## src/rtl/srtf_pkg.sv

```systemverilog
// Shared types, widths and helpers for the SRTF schedule simulator.
package srtf_pkg;

  // Fixed field widths
  localparam int IDX_W   = 6;
  localparam int BURST_W = 8;
  localparam int ARR_W   = 8;
  localparam int TIME_W  = 14;
  localparam int MIN_W   = 9;
  localparam int TOT_W   = 20;

  // Defaults for the top-level parameters
  localparam int MAX_PROCS_DEF  = 16;
  localparam int BURST_BITS_DEF = 8;

  localparam logic [MIN_W-1:0]  MIN_NONE = '1;
  localparam logic [TIME_W-1:0] T14_MAX  = '1;
  localparam logic [TOT_W-1:0]  T20_MAX  = '1;

  // Scan token that walks the cell row once per tick
  typedef struct packed {
    logic             valid;
    logic             found;
    logic [MIN_W-1:0] min;
    logic [IDX_W-1:0] idx;
  } tok_t;

  // Broadcast control from the sequencer to every cell
  typedef struct packed {
    logic                wr_en;
    logic [IDX_W-1:0]    wr_idx;
    logic [BURST_W-1:0]  wr_burst;
    logic [ARR_W-1:0]    wr_arr;
    logic                dec_en;
    logic [IDX_W-1:0]    dec_idx;
    logic                dec_done;
    logic [TIME_W:0]     finish;
    logic                copy;
    logic                shift;
  } ctl_t;

  // Result data shifted toward the head of the row
  typedef struct packed {
    logic [BURST_W-1:0] burst;
    logic [TIME_W-1:0]  wait_t;
  } sh_t;

  // Clamp a 15-bit value to 14 bits
  function automatic logic [TIME_W-1:0] sat14(input logic [TIME_W:0] v);
    sat14 = v[TIME_W] ? T14_MAX : v[TIME_W-1:0];
  endfunction

endpackage

```

## src/rtl/srtf_cell.sv

```systemverilog
// One process slot: stores burst/arrival/remaining/wait, passes the scan token and result data.
module srtf_cell #(
  parameter int K     = 0,
  parameter int CNT_W = 5
) (
  input  logic                         clk,
  input  logic                         rst,
  input  srtf_pkg::ctl_t               ctl,
  input  logic [CNT_W-1:0]             n,
  input  logic [srtf_pkg::TIME_W-1:0]  sim_time,
  input  srtf_pkg::tok_t               tok_in,
  output srtf_pkg::tok_t               tok_out,
  input  srtf_pkg::sh_t                sh_in,
  output srtf_pkg::sh_t                sh_out
);

  logic [srtf_pkg::BURST_W-1:0] burst;
  logic [srtf_pkg::ARR_W-1:0]   arr;
  logic [srtf_pkg::BURST_W-1:0] rem;
  logic [srtf_pkg::TIME_W-1:0]  wait_t;
  logic                         eligible;
  logic [srtf_pkg::TIME_W:0]    need;
  logic [srtf_pkg::TIME_W-1:0]  wait_calc;
  srtf_pkg::tok_t               tok_next;

  // Arrived, unfinished, loaded and strictly below the best so far
  assign eligible = (CNT_W'(K) < n)
                  && ({{(srtf_pkg::TIME_W-srtf_pkg::ARR_W){1'b0}}, arr} <= sim_time)
                  && (rem != '0)
                  && ({1'b0, rem} < tok_in.min);

  always_comb begin
    tok_next = tok_in;
    if (tok_in.valid && eligible) begin
      tok_next.found = 1'b1;
      tok_next.min   = {1'b0, rem};
      tok_next.idx   = srtf_pkg::IDX_W'(K);
    end
  end

  // Waiting time at completion: finish - burst - arrival, clamped at zero
  assign need = (srtf_pkg::TIME_W+1)'(burst) + (srtf_pkg::TIME_W+1)'(arr);
  assign wait_calc = (ctl.finish > need) ? srtf_pkg::sat14(ctl.finish - need) : '0;

  // Token stage, process state and result shift stage
  always_ff @(posedge clk) begin
    if (rst) begin
      tok_out.valid <= 1'b0;
    end else begin
      tok_out.valid <= tok_in.valid;
    end
    tok_out.found <= tok_next.found;
    tok_out.min   <= tok_next.min;
    tok_out.idx   <= tok_next.idx;
    if (ctl.wr_en && ctl.wr_idx == srtf_pkg::IDX_W'(K)) begin
      burst  <= ctl.wr_burst;
      arr    <= ctl.wr_arr;
      rem    <= ctl.wr_burst;
      wait_t <= '0;
    end else if (ctl.dec_en && ctl.dec_idx == srtf_pkg::IDX_W'(K)) begin
      rem <= rem - 1'b1;
      if (ctl.dec_done) begin
        wait_t <= wait_calc;
      end
    end
    if (ctl.copy) begin
      sh_out.burst  <= burst;
      sh_out.wait_t <= wait_t;
    end else if (ctl.shift) begin
      sh_out <= sh_in;
    end
  end

endmodule

```

## src/rtl/srtf_schedule_simulator.sv

```systemverilog
// Top level: load sequencer, tick loop over the cell row, and result output stage.
// Usage:
//   Slave channel s_*: one beat per process, tdata = {arrival_time, burst_time},
//   tlast marks the final process and starts the schedule. Beats beyond
//   MAX_PROCS processes are dropped, a tlast on them still starts the run.
//   Master channel m_*: one beat per loaded process, in load order, with
//   process index, waiting time, turnaround time and running wait total;
//   tlast is set on the final result.
// Schedule and output flow:
//   s_tready stays high through the load phase. Each simulated tick issues a
//   scan token that passes through the row of MAX_PROCS cells, one cell per
//   cycle; the pick is applied as it returns. Once every process is complete,
//   the results are copied into the shift chain and m_tvalid rises, then one
//   result per cycle while the receiver takes them.
// Reset: rst (synchronous) empties the process set and the output register.
// Stall: results wait in the output register and the cell shift chain while
//   m_tready is low; s_tready returns high once the last result is in the
//   output register.
module srtf_schedule_simulator #(
  parameter int MAX_PROCS  = srtf_pkg::MAX_PROCS_DEF,
  parameter int BURST_BITS = srtf_pkg::BURST_BITS_DEF
) (
  input  logic        clk,
  input  logic        rst,
  input  logic        s_tvalid,
  output logic        s_tready,
  input  logic [15:0] s_tdata,   // [7:0] burst_time, [15:8] arrival_time
  input  logic        s_tlast,   // last_process
  output logic        m_tvalid,
  input  logic        m_tready,
  output logic [55:0] m_tdata,   // [5:0] process_index, [19:6] waiting_time,
                                 // [33:20] turnaround_time, [53:34] total_waiting, zero pad
  output logic        m_tlast    // last_result
);

  localparam int CNT_W = $clog2(MAX_PROCS + 1);
  localparam logic [srtf_pkg::BURST_W-1:0] BURST_MASK =
    (BURST_BITS >= srtf_pkg::BURST_W) ? '1
                                      : srtf_pkg::BURST_W'((17'd1 << BURST_BITS) - 17'd1);

  typedef enum logic [2:0] {ST_LOAD, ST_ISSUE, ST_SCAN, ST_COPY, ST_OUT} state_t;

  state_t                          state;
  logic [CNT_W-1:0]                loaded;
  logic [CNT_W-1:0]                zero_cnt;
  logic [CNT_W-1:0]                completed;
  logic [CNT_W-1:0]                out_left;
  logic [srtf_pkg::IDX_W-1:0]      out_idx;
  logic [srtf_pkg::TIME_W-1:0]     sim_time;
  logic [srtf_pkg::MIN_W-1:0]      cur_min;
  logic [srtf_pkg::IDX_W-1:0]      cur_pick;
  logic                            pick_valid;
  logic [srtf_pkg::TOT_W-1:0]      total;
  logic [srtf_pkg::IDX_W-1:0]      res_idx;
  logic [srtf_pkg::TIME_W-1:0]     res_wait;
  logic [srtf_pkg::TIME_W-1:0]     res_tat;
  logic [srtf_pkg::TOT_W-1:0]      res_total;

  srtf_pkg::ctl_t                  ctl;
  srtf_pkg::tok_t                  tok_chain [MAX_PROCS+1];
  srtf_pkg::sh_t                   sh_chain  [MAX_PROCS+1];
  srtf_pkg::tok_t                  tok_ret;

  logic                            in_beat;
  logic                            room;
  logic [srtf_pkg::BURST_W-1:0]    burst_in;
  logic                            out_load;
  logic [srtf_pkg::TOT_W:0]        total_sum;
  logic [srtf_pkg::TOT_W-1:0]      total_next;

  assign s_tready = (state == ST_LOAD);
  assign in_beat  = s_tvalid && s_tready;
  assign room     = (loaded < CNT_W'(MAX_PROCS));
  assign burst_in = s_tdata[7:0] & BURST_MASK;
  assign tok_ret  = tok_chain[MAX_PROCS];
  assign out_load = (state == ST_OUT) && (out_left != '0) && (!m_tvalid || m_tready);

  // Inject the scan token at the head of the row
  always_comb begin
    tok_chain[0].valid = (state == ST_ISSUE) && (completed != loaded);
    tok_chain[0].found = pick_valid;
    tok_chain[0].min   = cur_min;
    tok_chain[0].idx   = cur_pick;
  end

  assign sh_chain[MAX_PROCS] = '0;

  // Broadcast control to the cells
  always_comb begin
    ctl          = '0;
    ctl.wr_en    = in_beat && room;
    ctl.wr_idx   = srtf_pkg::IDX_W'(loaded);
    ctl.wr_burst = burst_in;
    ctl.wr_arr   = s_tdata[15:8];
    ctl.dec_en   = (state == ST_SCAN) && tok_ret.valid && tok_ret.found;
    ctl.dec_idx  = tok_ret.idx;
    ctl.dec_done = (tok_ret.min == srtf_pkg::MIN_W'(1));
    ctl.finish   = {1'b0, sim_time} + 1'b1;
    ctl.copy     = (state == ST_COPY);
    ctl.shift    = out_load;
  end

  // Row of process cells
  for (genvar k = 0; k < MAX_PROCS; k++) begin : g_cell
    srtf_cell #(.K(k), .CNT_W(CNT_W)) u_cell (
      .clk      (clk),
      .rst      (rst),
      .ctl      (ctl),
      .n        (loaded),
      .sim_time (sim_time),
      .tok_in   (tok_chain[k]),
      .tok_out  (tok_chain[k+1]),
      .sh_in    (sh_chain[k+1]),
      .sh_out   (sh_chain[k])
    );
  end

  // Result fields from the head of the shift chain
  assign total_sum  = {1'b0, total} + (srtf_pkg::TOT_W+1)'(sh_chain[0].wait_t);
  assign total_next = total_sum[srtf_pkg::TOT_W] ? srtf_pkg::T20_MAX
                                                 : total_sum[srtf_pkg::TOT_W-1:0];

  assign m_tdata = {2'b00, res_total, res_tat, res_wait, res_idx};

  // Sequencer and output register
  always_ff @(posedge clk) begin
    if (rst) begin
      state      <= ST_LOAD;
      loaded     <= '0;
      zero_cnt   <= '0;
      completed  <= '0;
      out_left   <= '0;
      out_idx    <= '0;
      sim_time   <= '0;
      cur_min    <= srtf_pkg::MIN_NONE;
      cur_pick   <= '0;
      pick_valid <= 1'b0;
      total      <= '0;
      m_tvalid   <= 1'b0;
      m_tlast    <= 1'b0;
    end else begin
      if (m_tready && !out_load) begin
        m_tvalid <= 1'b0;
      end
      unique case (state)
        ST_LOAD: begin
          if (in_beat) begin
            if (room) begin
              loaded <= loaded + 1'b1;
              if (burst_in == '0) begin
                zero_cnt <= zero_cnt + 1'b1;
              end
            end
            if (s_tlast) begin
              completed  <= (room && burst_in == '0) ? zero_cnt + 1'b1 : zero_cnt;
              sim_time   <= '0;
              cur_min    <= srtf_pkg::MIN_NONE;
              cur_pick   <= '0;
              pick_valid <= 1'b0;
              state      <= ST_ISSUE;
            end
          end
        end
        ST_ISSUE: begin
          state <= (completed == loaded) ? ST_COPY : ST_SCAN;
        end
        ST_SCAN: begin
          // Token is back: apply one tick
          if (tok_ret.valid) begin
            if (tok_ret.found) begin
              cur_pick <= tok_ret.idx;
              if (ctl.dec_done) begin
                cur_min    <= srtf_pkg::MIN_NONE;
                pick_valid <= 1'b0;
                completed  <= completed + 1'b1;
              end else begin
                cur_min    <= tok_ret.min - 1'b1;
                pick_valid <= 1'b1;
              end
            end
            sim_time <= sim_time + 1'b1;
            state    <= ST_ISSUE;
          end
        end
        ST_COPY: begin
          out_left <= loaded;
          out_idx  <= '0;
          total    <= '0;
          state    <= ST_OUT;
        end
        ST_OUT: begin
          if (out_load) begin
            m_tvalid <= 1'b1;
            m_tlast  <= (out_left == CNT_W'(1));
            out_left <= out_left - 1'b1;
            out_idx  <= out_idx + 1'b1;
            total    <= total_next;
            if (out_left == CNT_W'(1)) begin
              loaded    <= '0;
              zero_cnt  <= '0;
              completed <= '0;
              state     <= ST_LOAD;
            end
          end
        end
        default: state <= ST_LOAD;
      endcase
    end
  end

  // Result payload
  always_ff @(posedge clk) begin
    if (out_load) begin
      res_idx   <= out_idx;
      res_wait  <= sh_chain[0].wait_t;
      res_tat   <= srtf_pkg::sat14((srtf_pkg::TIME_W+1)'(sh_chain[0].burst)
                                   + (srtf_pkg::TIME_W+1)'(sh_chain[0].wait_t));
      res_total <= total_next;
    end
  end

`ifndef NO_ASSERTIONS
  a_done_bound: assert property (@(posedge clk) disable iff (rst)
    completed <= loaded)
    else $error("completed count exceeds loaded count");
  a_tok_in_scan: assert property (@(posedge clk) disable iff (rst)
    tok_ret.valid |-> state == ST_SCAN)
    else $error("scan token returned outside the scan phase");
  a_pick_min: assert property (@(posedge clk) disable iff (rst)
    pick_valid |-> (cur_min != srtf_pkg::MIN_NONE && cur_min != '0))
    else $error("running process has no remaining time");
  a_pick_loaded: assert property (@(posedge clk) disable iff (rst)
    (tok_ret.valid && tok_ret.found) |-> (int'(tok_ret.idx) < int'(loaded)))
    else $error("picked process outside the loaded set");
  a_out_count: assert property (@(posedge clk) disable iff (rst)
    (state == ST_OUT && out_load) |=> out_left == $past(out_left) - 1'b1)
    else $error("result count not stepped on output load");
`endif

endmodule
```

## config.mk

```make
export PLATFORM = sky130hd
export DESIGN_NAME = srtf_schedule_simulator
export DESIGN_NICKNAME = d
export VERILOG_FILES = /design/src/rtl/srtf_pkg.sv /design/src/rtl/srtf_cell.sv /design/src/rtl/srtf_schedule_simulator.sv
export SDC_FILE = /design/constraint.sdc
export NUM_CORES = 2
export LEC_CHECK = 0
export BUFFER_PORTS_ARGS = -buffer_cell sky130_fd_sc_hd__buf_2
export CAP_MARGIN = 20
export CORE_UTILIZATION = 60
export DETAILED_ROUTE_END_ITERATION = 8
export PLACE_DENSITY = 0.84
export SYNTH_ARGS = -nofsm -noshare
export SYNTH_HDL_FRONTEND = slang
export SYNTH_SLANG_ARGS = --single-unit
```

## constraint.sdc

```tcl
create_clock -name clk -period 15.37 [get_ports clk]
set_input_delay 0.7685 -clock clk [delete_from_list [all_inputs] [get_ports clk]]
set_output_delay 0.7685 -clock clk [all_outputs]
set_load 0.01 [all_outputs]
```

==> flow_summary.yaml <==
outcome:
  status: "complete, no violations"
clocking:
  numCtsBuffers: 143
  cts-hold-fix-buffers: 0
  cts_buffer_depth: 3
  h-tree-depth: 4
  cts_resized: 0
  root_buffer: "clkbuf_16"
  cts_tree: "yes"
  clk_pin_slew_ns: 0.06
  cts_setup_buffers: 0
  clk_latency_ns: 0.79
  clock-sinks: 1367
finish:
  design_area_sq_mm: 0.0788
  fin_util_pct: 66.5
  ff_latch_area_sq_mm: 0.0353
  post_route_cells_drive_above_1_share_pct: 8.60
  final_nets: 7996
  multi_input_area_sq_mm: 0.0343
  finalNonFillerCells: 9056
  fillCellCount: 8682
  syn2layout_area_growth_pct: 9.70
routing:
  remaining_drc_errors: 0
  drt.antenna.violating_nets: 0
  drtIter0Drc: 6149
  wl_um: 206000
  viasPerCell: 6.15
  dr.pass1.iters: 8
  num_vias: 55714
  post_drt_wl_per_cell_um: 22.7
floorplanning:
  fp.dieH_um: 348
  start_util_pct: 60.6
  fp.dieArea_sq_mm: 0.121
  row_count: 126
  io_pins: 80
  core_sq_mm: 0.118
  die_w_um: 348
setup_path:
  critPathKind: "flop to flop"
  critical_path.most_common_cell: "buf_4"
  ff2ff_path_depth: 12
  crit_chain: "or3b_2 -> a21oi_1 -> nand2b_1 -> inv_2 -> buf_4 -> nor2_1 -> buf_4 -> inv_8 -> buf_12 -> nand4_1 -> xor2_1 -> nor3_1"
  cp.arrival_ns: 5.95
  critPathLaunchType: "flop"
  crit_path_end_kind: "flop"
  critPathMaxFanout: 161
  crit_slowest_cell: "inv_8"
  critical_path_required_ns: 16.06
  critical-path-max-stage-delay_ns: 0.73
yosys:
  synth_edf_count: 790
  avgSynthCellArea_sq_um: 9.89
  synth_mux_area_share_pct: 2.16
  syn_area_sq_mm: 0.0718
  synth_top_family_by_area: "simple AND/OR/NAND/NOR gates"
  synth_cell_types: 97
  yosys-top-cells-count: "nand2_1 (1,468), edfxtp_1 (790), ha_1 (610), dfxtp_1 (577), nor2_1 (437)"
  synthArstFlopShare_pct: 0
  synthXorXnorAreaFrac_pct: 4.31
  synth_largest_area_cell: "edfxtp_1"
  yosys_warnings: 0
  synthAdderAreaFrac_pct: 11.6
  synth_top_area_share_pct: 33.0
  synth_flop_cell: "edfxtp_1"
  synthesis.instances: 7258
  synth.most_common_cell: "nand2_1"
  synth-seq-cells: 1367
  synthSimpleGateAreaFrac_pct: 17.1
  synth-compound-area-share_pct: 12.4
  ys_seq_area_share_pct: 49.1
  synthTopCellsByArea: "edfxtp_1 (33%), dfxtp_1 (16%), ha_1 (11%), nand2_1 (7.7%), a21oi_1 (2.8%)"
pwr:
  switchingPower_mw: 1.78
  leakage_nw: 34.4
  power.density_mw_per_mm2: 99.4
  pwr-share-seq_pct: 51.0
  comb_power_share_pct: 4.4
  p_int_mw: 6.06
  netSwitchingFraction_pct: 22.7
  clkPwrFrac_pct: 44.6
  irDropWorstVdd_mv: 0.128
grt:
  grt_pass1_wl_um: 311000
  track_usage_pct: 33.5
  overflow: 0
  grt_max_degree: 178
  antenna_found_initial: 3
  grt_pass1_vias: 54418
timing:
  slew_violations: 0
  skew_ns: 0.0279
  fin_crit_sh_pct: 34.2
  final.setup.tns_ns: 0
  fmaxAchievable_mhz: 190
  hold_viol_final: 0
  setup_viol: 0
  maxSlewHeadroom_pct: 16.2
  worst_pin_slew_ns: 1.26
  rsz0062_at_grt: "no"
  fin_crit_ns: 5.26
placement:
  dpl_cell_area_sq_mm: 0.0739
  dp_hpwl_um: 141000
  portBuffers: 77
  gp_congestion: 0.964
  place_inst: 8775
hold_path:
  whs_path_depth: 2
  hold_class: "input port to flop"
run:
  cap_violations: 0
==> flip-flops by register name, indices dropped and copies added (netlist names), 9 cells and up <==
| name | cells |
|---|---|
| g_cell.u_cell.burst | 128 |
| total | 20 |
| g_cell.u_cell.tok_out | 272 |
| g_cell.u_cell.wait_t | 224 |
| res_wait | 14 |
| g_cell.u_cell.arr | 128 |
| g_cell.u_cell.rem | 128 |
| cur_min | 9 |
| sim_time | 14 |
| res_total | 20 |
| res_tat | 14 |
| g_cell.u_cell.sh_out | 352 |
==> power by group through the flow <==
stage	sequential, mW	combinational [mW]	clock (mW)
floorplan	4.05	0.222	0
global placement	4.07	0.317	0
detailed placement	4.07	0.331	0
CTS	3.99	0.335	3.51
global route	4.00	0.373	3.65
finish	3.99	0.344	3.49
==> critical path: cells and delay by family (launching register included) <==
kind,cells,cell delay (ns)
XOR/XNOR,1,0.18
flip-flops,1,0.65
buffers and inverters,5,2.45
AO/OA/AOI/OAI,1,0.22
AND/OR/NAND/NOR,5,1.49
==> per-layer routing <==
layer / vias to the layer above / track usage [%] / share of wire [%]
met3: 724 / 5.94 / 9.9
met1: 26462 / 41.8 / 37
li1: 25580 / - / -
met4: 0 / 21.0 / 6.8
met5: - / 0 / 0
met2: 2948 / 54.0 / 46
==> per-stage QoR <==
| stage | setup slack, ns | hold slack [ns] | total power [mW] |
|---|---|---|---|
| finish | 10.11 | 0.403 | 7.83 |
| global route | 9.83 | 0.397 | 8.02 |
| CTS | 10.15 | 0.369 | 7.84 |
| detailed placement | 10.17 | 0.397 | 4.40 |
| global placement | 10.31 | 0.396 | 4.39 |
| floorplan | 4.88 | 0.393 | 4.27 |
==> placed cells by master (no fill, tap or decap), drive strengths merged, types with 178 or more instances in the layout <==
cell,synthesis,routed
a21oi,398,398
buf,91,178
clkbuf,164,212
dfxtp,577,577
edfxtp,790,790
ha,610,610
inv,335,345
nand2,1471,1471
nor2,438,438
o21ai,447,447
xnor2,190,190
==> kinds of logic (layout without fill, tap and decap cells) <==
family          Yosys count  count (layout)
simple gates           2740            2740
compound gates         1424            1424
flops                  1367            1367
fa+ha+maj               644             644
buf+inv                 591             785
xor+xnor                352             352
mux                     139             139
other cells               1               5
==> final cells by class <==
cell class | instances | area share, %
clock inverter | 59 | 0.772
sequential | 1367 | 44.8
antenna | 3 | 0.00953
inverter | 336 | 1.61
timing repair buffer | 182 | 1.58
tap | 1600 | 2.54
multi-input combinational | 5301 | 43.5
clock buffer | 208 | 5.21
==> final timing paths <==
kind                               startpoint                            to  slack (ns)
setup reg to reg                     state[2]                    out_idx[4]       10.11
hold reg to reg   g_cell[9].u_cell.tok_out[1]  g_cell[10].u_cell.tok_out[1]        0.41
setup / recovery                     state[2]                    out_idx[4]       10.11
hold / removal                            rst                  sim_time[11]        0.40
Note: power is estimated with default switching activity, not from simulation.
